<file path="src/rtl/mbb_pkg.sv">
package mbb_pkg;

    localparam int BOX_W     = 14;
    localparam int VOX_W     = 8;
    localparam int CFG_W     = 11;
    localparam int CFG_IDX_W = 2;
    localparam int MAX_DIM_DEF = 1024;

    localparam logic [BOX_W-1:0] BOX_EMPTY_MIN = BOX_W'(10000);

    localparam logic [CFG_W-1:0] SIZE_X_RST = CFG_W'(512);
    localparam logic [CFG_W-1:0] SIZE_Y_RST = CFG_W'(512);
    localparam logic [CFG_W-1:0] SIZE_Z_RST = CFG_W'(512);
    localparam logic [CFG_W-1:0] CLIP_RST   = CFG_W'(180);

    typedef enum logic [CFG_IDX_W-1:0] {
        REG_SIZE_X = 2'd0,
        REG_SIZE_Y = 2'd1,
        REG_SIZE_Z = 2'd2,
        REG_CLIP   = 2'd3
    } t_cfg_reg;

    // one registered voxel, coordinates already resolved
    typedef struct packed {
        logic             set;
        logic             clip;
        logic             last;
        logic [BOX_W-1:0] x;
        logic [BOX_W-1:0] y;
        logic [BOX_W-1:0] z;
    } t_vox;

    typedef struct packed {
        logic [BOX_W-1:0] x_min;
        logic [BOX_W-1:0] y_min;
        logic [BOX_W-1:0] z_min;
        logic [BOX_W-1:0] x_max;
        logic [BOX_W-1:0] y_max;
        logic [BOX_W-1:0] z_max;
    } t_box;

    localparam t_box BOX_EMPTY = '{
        x_min: BOX_EMPTY_MIN, y_min: BOX_EMPTY_MIN, z_min: BOX_EMPTY_MIN,
        x_max: '0, y_max: '0, z_max: '0
    };

endpackage

</file>
<file path="src/rtl/mbb_coord.sv">
module mbb_coord #(
    parameter int MAX_DIM = mbb_pkg::MAX_DIM_DEF
) (
    input  logic                        i_clk,
    input  logic                        i_rst_n,
    input  logic                        i_accept,
    input  logic                        i_advance,
    input  logic [mbb_pkg::VOX_W-1:0]   i_voxel,
    input  logic [mbb_pkg::CFG_W-1:0]   i_size_x,
    input  logic [mbb_pkg::CFG_W-1:0]   i_size_y,
    input  logic [mbb_pkg::CFG_W-1:0]   i_size_z,
    input  logic [mbb_pkg::CFG_W-1:0]   i_clip_depth,
    output logic                        o_valid,
    output mbb_pkg::t_vox               o_vox
);

    localparam int CW = (MAX_DIM > 1) ? $clog2(MAX_DIM) : 1;
    localparam int BW = mbb_pkg::BOX_W;
    localparam logic [BW-1:0] MAX_DIM_W = BW'(MAX_DIM);

    logic [CW-1:0]   r_col, r_row, r_slice;
    logic [CW-1:0]   n_col, n_row, n_slice;
    logic            r_valid, n_valid;
    mbb_pkg::t_vox   r_vox, n_vox;
    logic [BW-1:0]   last_x, last_y, last_z;
    logic            end_x, end_y, end_z;

    // size 0 acts as 1, size above MAX_DIM acts as MAX_DIM
    function automatic logic [BW-1:0] last_index(input logic [mbb_pkg::CFG_W-1:0] size);
        logic [BW-1:0] s;
        s = BW'(size);
        if (s == '0) begin
            s = BW'(1);
        end
        if (s > MAX_DIM_W) begin
            s = MAX_DIM_W;
        end
        return s - BW'(1);
    endfunction

    always_comb begin
        last_x = last_index(i_size_x);
        last_y = last_index(i_size_y);
        last_z = last_index(i_size_z);
        end_x  = BW'(r_col)   >= last_x;
        end_y  = BW'(r_row)   >= last_y;
        end_z  = BW'(r_slice) >= last_z;
    end

    always_comb begin
        n_col   = r_col;
        n_row   = r_row;
        n_slice = r_slice;
        if (i_accept) begin
            if (end_x && end_y && end_z) begin
                n_col   = '0;
                n_row   = '0;
                n_slice = '0;
            end else if (!end_x) begin
                n_col = r_col + CW'(1);
            end else begin
                n_col = '0;
                if (!end_y) begin
                    n_row = r_row + CW'(1);
                end else begin
                    n_row   = '0;
                    n_slice = r_slice + CW'(1);
                end
            end
        end
    end

    always_comb begin
        n_vox      = r_vox;
        n_valid    = r_valid;
        if (i_advance) begin
            n_valid = 1'b0;
        end
        if (i_accept) begin
            n_valid    = 1'b1;
            n_vox.set  = !i_voxel[mbb_pkg::VOX_W-1] && (|i_voxel);
            n_vox.clip = BW'(r_slice) < BW'(i_clip_depth);
            n_vox.last = end_x && end_y && end_z;
            n_vox.x    = BW'(r_col);
            n_vox.y    = BW'(r_row);
            n_vox.z    = BW'(r_slice);
        end
    end

    always_ff @(posedge i_clk) begin
        if (!i_rst_n) begin
            r_col   <= '0;
            r_row   <= '0;
            r_slice <= '0;
            r_valid <= 1'b0;
        end else begin
            r_col   <= n_col;
            r_row   <= n_row;
            r_slice <= n_slice;
            r_valid <= n_valid;
        end
    end

    always_ff @(posedge i_clk) begin
        r_vox <= n_vox;
    end

    assign o_valid = r_valid;
    assign o_vox   = r_vox;

endmodule

</file>
<file path="src/rtl/mbb_box.sv">
module mbb_box (
    input  logic                        i_clk,
    input  logic                        i_rst_n,
    input  logic                        i_widen,
    input  logic                        i_clear,
    input  logic [mbb_pkg::BOX_W-1:0]   i_x,
    input  logic [mbb_pkg::BOX_W-1:0]   i_y,
    input  logic [mbb_pkg::BOX_W-1:0]   i_z,
    output mbb_pkg::t_box               o_box,
    output mbb_pkg::t_box               o_next
);

    mbb_pkg::t_box r_box, n_box, widened;

    always_comb begin
        widened       = r_box;
        widened.x_min = (i_x < r_box.x_min) ? i_x : r_box.x_min;
        widened.y_min = (i_y < r_box.y_min) ? i_y : r_box.y_min;
        widened.z_min = (i_z < r_box.z_min) ? i_z : r_box.z_min;
        widened.x_max = (i_x > r_box.x_max) ? i_x : r_box.x_max;
        widened.y_max = (i_y > r_box.y_max) ? i_y : r_box.y_max;
        widened.z_max = (i_z > r_box.z_max) ? i_z : r_box.z_max;
    end

    // o_next carries this voxel's update; clear drops it after capture
    assign o_next = i_widen ? widened : r_box;
    assign n_box  = i_clear ? mbb_pkg::BOX_EMPTY : o_next;
    assign o_box  = r_box;

    always_ff @(posedge i_clk) begin
        if (!i_rst_n) begin
            r_box <= mbb_pkg::BOX_EMPTY;
        end else begin
            r_box <= n_box;
        end
    end

endmodule

</file>
<file path="src/rtl/mask_bounding_box_tracker.sv">
// Bounding box tracker for a 3D mask volume.
//
// Input channel: one signed voxel per request on i_valid / o_stall, raster
// order with x fastest, then y, then z. A voxel above zero is "set".
// Output channel: one request per volume on o_valid / i_stall, carrying the
// full box and the clipped box (slices with z below clip_depth). An empty box
// reads min 10000, max 0.
// Config: i_cfg_we / i_cfg_idx / i_cfg_data, write only, while idle.
//
// Throughput is one voxel per cycle while o_stall is low. A voxel enters the input
// register when it is accepted; the box update for the last voxel of a volume is
// loaded into the result register when that voxel leaves the input register,
// which sets o_valid.
// If the receiver stalls with a result pending, voxels keep flowing until the
// next volume's last voxel sits in the input register; only then is o_stall
// raised. Reset sets the sizes to 512, clip_depth to 180, empties both boxes
// and zeroes the coordinate counters.
module mask_bounding_box_tracker #(
    parameter int MAX_DIM = mbb_pkg::MAX_DIM_DEF
) (
    input  logic                            i_clk,
    input  logic                            i_rst_n,
    // voxel input
    input  logic                            i_valid,
    output logic                            o_stall,
    input  logic signed [mbb_pkg::VOX_W-1:0] i_voxel,
    // config
    input  logic                            i_cfg_we,
    input  logic [mbb_pkg::CFG_IDX_W-1:0]   i_cfg_idx,
    input  logic [mbb_pkg::CFG_W-1:0]       i_cfg_data,
    // result output
    output logic                            o_valid,
    input  logic                            i_stall,
    output logic [mbb_pkg::BOX_W-1:0]       o_box_x_min,
    output logic [mbb_pkg::BOX_W-1:0]       o_box_y_min,
    output logic [mbb_pkg::BOX_W-1:0]       o_box_z_min,
    output logic [mbb_pkg::BOX_W-1:0]       o_box_x_max,
    output logic [mbb_pkg::BOX_W-1:0]       o_box_y_max,
    output logic [mbb_pkg::BOX_W-1:0]       o_box_z_max,
    output logic [mbb_pkg::BOX_W-1:0]       o_clip_x_min,
    output logic [mbb_pkg::BOX_W-1:0]       o_clip_y_min,
    output logic [mbb_pkg::BOX_W-1:0]       o_clip_z_min,
    output logic [mbb_pkg::BOX_W-1:0]       o_clip_x_max,
    output logic [mbb_pkg::BOX_W-1:0]       o_clip_y_max,
    output logic [mbb_pkg::BOX_W-1:0]       o_clip_z_max
);

    // config registers
    logic [mbb_pkg::CFG_W-1:0] r_size_x, r_size_y, r_size_z, r_clip_depth;

    // stage handshake
    logic          accept;
    logic          s1_valid;
    logic          s1_go;
    logic          out_free;
    mbb_pkg::t_vox s1_vox;

    // box accumulators
    mbb_pkg::t_box full_cur, full_next, clip_cur, clip_next;

    // result register
    logic          r_out_valid, n_out_valid;
    mbb_pkg::t_box r_out_full, r_out_clip;

    always_ff @(posedge i_clk) begin
        if (!i_rst_n) begin
            r_size_x     <= mbb_pkg::SIZE_X_RST;
            r_size_y     <= mbb_pkg::SIZE_Y_RST;
            r_size_z     <= mbb_pkg::SIZE_Z_RST;
            r_clip_depth <= mbb_pkg::CLIP_RST;
        end else if (i_cfg_we) begin
            case (mbb_pkg::t_cfg_reg'(i_cfg_idx))
                mbb_pkg::REG_SIZE_X: r_size_x     <= i_cfg_data;
                mbb_pkg::REG_SIZE_Y: r_size_y     <= i_cfg_data;
                mbb_pkg::REG_SIZE_Z: r_size_z     <= i_cfg_data;
                mbb_pkg::REG_CLIP:   r_clip_depth <= i_cfg_data;
                default: ;
            endcase
        end
    end

    // A voxel in the input register moves on unless it ends a volume and the
    // result register is still held by the receiver.
    assign out_free = !r_out_valid || !i_stall;
    assign s1_go    = s1_valid && (!s1_vox.last || out_free);
    assign o_stall  = s1_valid && !s1_go;
    assign accept   = i_valid && !o_stall;

    mbb_coord #(
        .MAX_DIM (MAX_DIM)
    ) u_coord (
        .i_clk        (i_clk),
        .i_rst_n      (i_rst_n),
        .i_accept     (accept),
        .i_advance    (s1_go),
        .i_voxel      (i_voxel),
        .i_size_x     (r_size_x),
        .i_size_y     (r_size_y),
        .i_size_z     (r_size_z),
        .i_clip_depth (r_clip_depth),
        .o_valid      (s1_valid),
        .o_vox        (s1_vox)
    );

    mbb_box u_full_box (
        .i_clk   (i_clk),
        .i_rst_n (i_rst_n),
        .i_widen (s1_go && s1_vox.set),
        .i_clear (s1_go && s1_vox.last),
        .i_x     (s1_vox.x),
        .i_y     (s1_vox.y),
        .i_z     (s1_vox.z),
        .o_box   (full_cur),
        .o_next  (full_next)
    );

    mbb_box u_clip_box (
        .i_clk   (i_clk),
        .i_rst_n (i_rst_n),
        .i_widen (s1_go && s1_vox.set && s1_vox.clip),
        .i_clear (s1_go && s1_vox.last),
        .i_x     (s1_vox.x),
        .i_y     (s1_vox.y),
        .i_z     (s1_vox.z),
        .o_box   (clip_cur),
        .o_next  (clip_next)
    );

    // result register: loads on the last voxel, drains when not stalled
    always_comb begin
        n_out_valid = r_out_valid && i_stall;
        if (s1_go && s1_vox.last) begin
            n_out_valid = 1'b1;
        end
    end

    always_ff @(posedge i_clk) begin
        if (!i_rst_n) begin
            r_out_valid <= 1'b0;
        end else begin
            r_out_valid <= n_out_valid;
        end
    end

    always_ff @(posedge i_clk) begin
        if (s1_go && s1_vox.last) begin
            r_out_full <= full_next;
            r_out_clip <= clip_next;
        end
    end

    assign o_valid      = r_out_valid;
    assign o_box_x_min  = r_out_full.x_min;
    assign o_box_y_min  = r_out_full.y_min;
    assign o_box_z_min  = r_out_full.z_min;
    assign o_box_x_max  = r_out_full.x_max;
    assign o_box_y_max  = r_out_full.y_max;
    assign o_box_z_max  = r_out_full.z_max;
    assign o_clip_x_min = r_out_clip.x_min;
    assign o_clip_y_min = r_out_clip.y_min;
    assign o_clip_z_min = r_out_clip.z_min;
    assign o_clip_x_max = r_out_clip.x_max;
    assign o_clip_y_max = r_out_clip.y_max;
    assign o_clip_z_max = r_out_clip.z_max;

    // a new result only follows a volume-ending voxel
    a_rise_after_last: assert property (@(posedge i_clk) disable iff (!i_rst_n)
        $rose(r_out_valid) |-> $past(s1_valid && s1_vox.last))
        else $error("result appeared without a volume end");

    // input back-pressure only comes from a pending last voxel
    a_stall_cause: assert property (@(posedge i_clk) disable iff (!i_rst_n)
        o_stall |-> (s1_valid && s1_vox.last && r_out_valid && i_stall))
        else $error("stall raised without a blocked volume end");

    // boxes are empty right after a volume ends
    a_cleared: assert property (@(posedge i_clk) disable iff (!i_rst_n)
        (s1_go && s1_vox.last) |=> (full_cur == mbb_pkg::BOX_EMPTY &&
                                    clip_cur == mbb_pkg::BOX_EMPTY))
        else $error("box not cleared after volume end");

    // a non-empty clipped box lies within the full box in x, and its z_max within the full z_max
    a_clip_inside: assert property (@(posedge i_clk) disable iff (!i_rst_n)
        (o_valid && o_clip_x_min != mbb_pkg::BOX_EMPTY_MIN) |->
            (o_clip_x_min >= o_box_x_min && o_clip_x_max <= o_box_x_max &&
             o_clip_z_max <= o_box_z_max))
        else $error("clipped box outside full box");

endmodule
</file>
<file path="config.mk">
export PLATFORM = sky130hd
export DESIGN_NAME = mask_bounding_box_tracker
export DESIGN_NICKNAME = d
export VERILOG_FILES = /design/src/rtl/mbb_pkg.sv /design/src/rtl/mbb_coord.sv /design/src/rtl/mbb_box.sv /design/src/rtl/mask_bounding_box_tracker.sv
export SDC_FILE = /design/constraint.sdc
export NUM_CORES = 1
export LEC_CHECK = 0
export BUFFER_PORTS_ARGS = -buffer_cell sky130_fd_sc_hd__buf_4
export CORE_AREA = 2 2 237 239
export CTS_CLUSTER_SIZE = 12
export DETAILED_ROUTE_END_ITERATION = 12
export DIE_AREA = 0 0 239 241
export SLEW_MARGIN = 30
export SYNTH_ARGS = -nofsm -noshare
export SYNTH_HDL_FRONTEND = slang
export SYNTH_SLANG_ARGS = --single-unit
</file>
<file path="constraint.sdc">
create_clock -name i_clk -period 18 [get_ports i_clk]
set_input_delay 0.9 -clock i_clk [delete_from_list [all_inputs] [get_ports i_clk]]
set_output_delay 0.9 -clock i_clk [all_outputs]
set_load 0.03 [all_outputs]
</file>
==> key figures <==
Place
  • Post-DP HPWL: 35510 µm
  • RD Place Congestion: 0.8246
  • PortBufs: 195
  • Worst slack at placement: 14070 ps

Logic synthesis
  • Top-count cell post-synth: dfxtp_1
  • Main area contributors after synthesis: edfxtp_1 (28%), dfxtp_1 (23%), ha_1 (9.4%)
  • Distinct cell type count after synthesis: 65
  • YS warnings: 0
  • Post-synth top cells: dfxtp_1 (244), nand2_1 (233), edfxtp_1 (201), ha_1 (159), inv_1 (134)
  • EDFF count, synth: 201
  • Async set or reset register ratio after synthesis: 0
  • Post-Syn Area: 21270 µm²
  • Average cell area after synthesis: 10.89 µm²
  • Post-synth top flop: dfxtp_1
  • Top-area cell type share of the netlist area: 0.2838
  • Syn Nets: 2138
  • FF+latch count, synth: 445
  • Cells after Synth: 1953
  • Synth area leader: edfxtp_1
  • Seq/Total Area, Yosys: 0.5134

Clock network
  • Clock Tree Buf Depth: 3
  • Clock sink count: 445
  • H-Tree Depth: 2
  • Post-CTS Setup Repair Bufs: 0
  • # hold bufs at CTS: 0
  • CTS resizes: 0
  • Clock Tree Root: clkbuf_16
  • Clk_lat worst skew: 590 ps
  • CTS tree: done
  • Clk slew on worst S/H paths: 60 ps
  • Cts bufs inserted: 48

Timing
  • Pins Over Slew Limit: 0
  • Total negative slack: 0 ps
  • Worst slew pin tran: 980.4 ps
  • Final Hold Viols: 0
  • Maximum clock frequency: 253.1 MHz
  • Final setup fails: 0
  • Tmin final: 3951 ps
  • Rel. slew slack: 0.3404
  • Final WS setup: 14050 ps
  • Tcrit/Tclk final: 0.2195
  • Hold WS: 455.1 ps
  • Worst Clk Skew: 28.59 ps
  • RSZ-0062 raised after global routing: false

Worst setup path
  • CP Data Arrival Time: 4430 ps
  • Worst setup SP type: register
  • Critical path peak fanout: 15
  • Setup Crit Path Kind: register to register
  • Worst path required time: 18480 ps
  • Setup crit end kind: register

Die
  • Ports: 196
  • CORE AREA: 54880 µm²
  • Die Height: 241 µm
  • # rows: 86
  • Die width: 239 µm
  • Initial core utilization: 0.3876
  • Die ar.: 57600 µm²

Power
  • Pint: 1.709 mW
  • Sw frac: 0.2367
  • Register share of total power: 0.491
  • Pwr Density: 89.75 nW/µm²
  • Gate power share: 0.081
  • Proportion of power drawn by the clock network: 0.428
  • VDD IR max: 0.00006333 V
  • Net Sw Power: 530.1 µW
  • P_leak: 10.24 nW

Routing
  • DR vias: 14578
  • Met2 routed WL: 22300 µm
  • Metal3 WL: 2368 µm
  • Wl on met1: 23540 µm
  • Post-Route WL: 49340 µm
  • ANT nets after route: 0
  • DRC viols: 0
  • TritonRoute pass-1 iters: 5
  • Top Layer Used: met5
  • WL/cell: 17.27 µm
  • Via density: 5.103
  • Initial DRC count: 727

Global routing
  • First-pass GRT wire length: 77000 µm
  • Initial antenna violation count: 2
  • Largest net degree at the start of global routing: 110
  • Overflow after GRT: 0
  • Vias in the first global route: 14213
  • Gr usage total: 0.1686

Layout
  • Antenna cells: 0
  • FF+latch area: 10920 µm²
  • Filler cell count: 5085
  • Layout cell share with drive strength beyond 1: 0.1979
  • Multi-input logic area: 9503 µm²
  • Fin nets: 2299
  • Final core utilization: 0.4546
  • Area delta synth->final: 17.29%

Job
  • Max-Cap Viols: 0

Min path
  • Worst hold path class: register to register

Outcome
  • Status: finished clean
-- layout by cell type (no fill, tap or decap), types with 19 or more instances in the layout --
cell type  count
dfxtp_1      244
nand2_1      232
buf_4        210
edfxtp_1     201
ha_1         159
inv_1        134
mux2i_1      131
mux2_2       106
nor2_1        91
a21oi_1       78
clkbuf_16     49
and2_1        48
o21ai_0       45
nand2b_1      37
nand3_1       31
nand4_1       23
o21a_1        23
clkbuf_1      21
nor4_1        20
nor2b_1       19
-- area by class of cell --
class | instances | area share
clock buffers | 76 | 0.05562
clock inverters | 13 | 0.005517
inverters | 134 | 0.02016
multi-input cells | 1273 | 0.3809
flip-flops and latches | 445 | 0.4377
well taps | 704 | 0.03531
repair buffers | 212 | 0.06475
-- worst max-delay path: stages, from the launching register on --
cell,delay (ps)
dfxtp_1,360
nor4_1,480
a31oi_1,180
or2_2,320
ha_1,260
nand2b_1,150
nor4_4,50
a211o_1,300
ha_1,300
a2111oi_0,370
o21ai_0,230
o21ai_4,390
nand3_2,190
o32ai_2,280
-- cells by family (layout without fill, tap and decap cells) --
group	Yosys count	count (layout)	share of synthesized area
AOI/OAI and AO/OA	263	263	0.08176
adders and majority gates	159	159	0.09353
muxes	251	251	0.1252
DFF	445	445	0.5134
buffers and inverters	235	435	0.04406
and+or+nand+nor	581	581	0.1342
xor gates and xnor gates	19	19	0.007824
-- flip-flops by register name, indices dropped and copies added (netlist names), 14 cells and up --
register and cells:
o_box_y_max 14, o_box_z_max 14, u_clip_box.o_box 84, o_box_z_min 14, o_clip_y_max 14, o_box_x_max 14, u_coord.o_vox 33, o_box_y_min 14
o_clip_z_max 14, o_clip_y_min 14, o_clip_x_min 14, o_clip_x_max 14, o_box_x_min 14, o_clip_z_min 14, u_full_box.o_box 84
-- per-layer routing --
metal / up-vias / track usage
met5: - / 0
met3: 70 / 0.03077
met4: 2 / 0.05341
met2: 288 / 0.2689
li1: 7285 / -
met1: 6933 / 0.2322
-- per-stage QoR --
| step | std cells | power (mW) | instance area [µm²] |
|---|---|---|---|
| final | 2857 | 2.239 | 24950 |
| after global routing | 2857 | 2.326 | 24950 |
| after CTS | 2856 | 2.265 | 24910 |
| after detailed placement | 2767 | 1.302 | 23390 |
| after global placement | 2767 | 1.296 | 23360 |
| after floorplan | 1953 | 1.247 | 21270 |
-- power groups by stage --
stage | sequential (mW) | combinational (mW) | clock, mW
6_report | 1.10 | 0.181 | 0.958
4_1_cts | 1.10 | 0.183 | 0.983
3_3_place_gp | 1.12 | 0.175 | 0
2_1_floorplan | 1.12 | 0.122 | 0
3_5_place_dp | 1.12 | 0.181 | 0
5_1_grt | 1.10 | 0.203 | 1.02
-- final timing paths --
check,from,endpoint,slack (ps),cells past startpoint
max,r_size_z[3],u_coord.r_slice[5],14050,13
min,u_clip_box.o_box[40],o_clip_x_max[12],460,0
max reg2reg,r_size_z[3],u_coord.r_slice[5],14050,13
min reg2reg,u_clip_box.o_box[40],o_clip_x_max[12],460,0
Note: power is estimated with default switching activity, not from simulation.
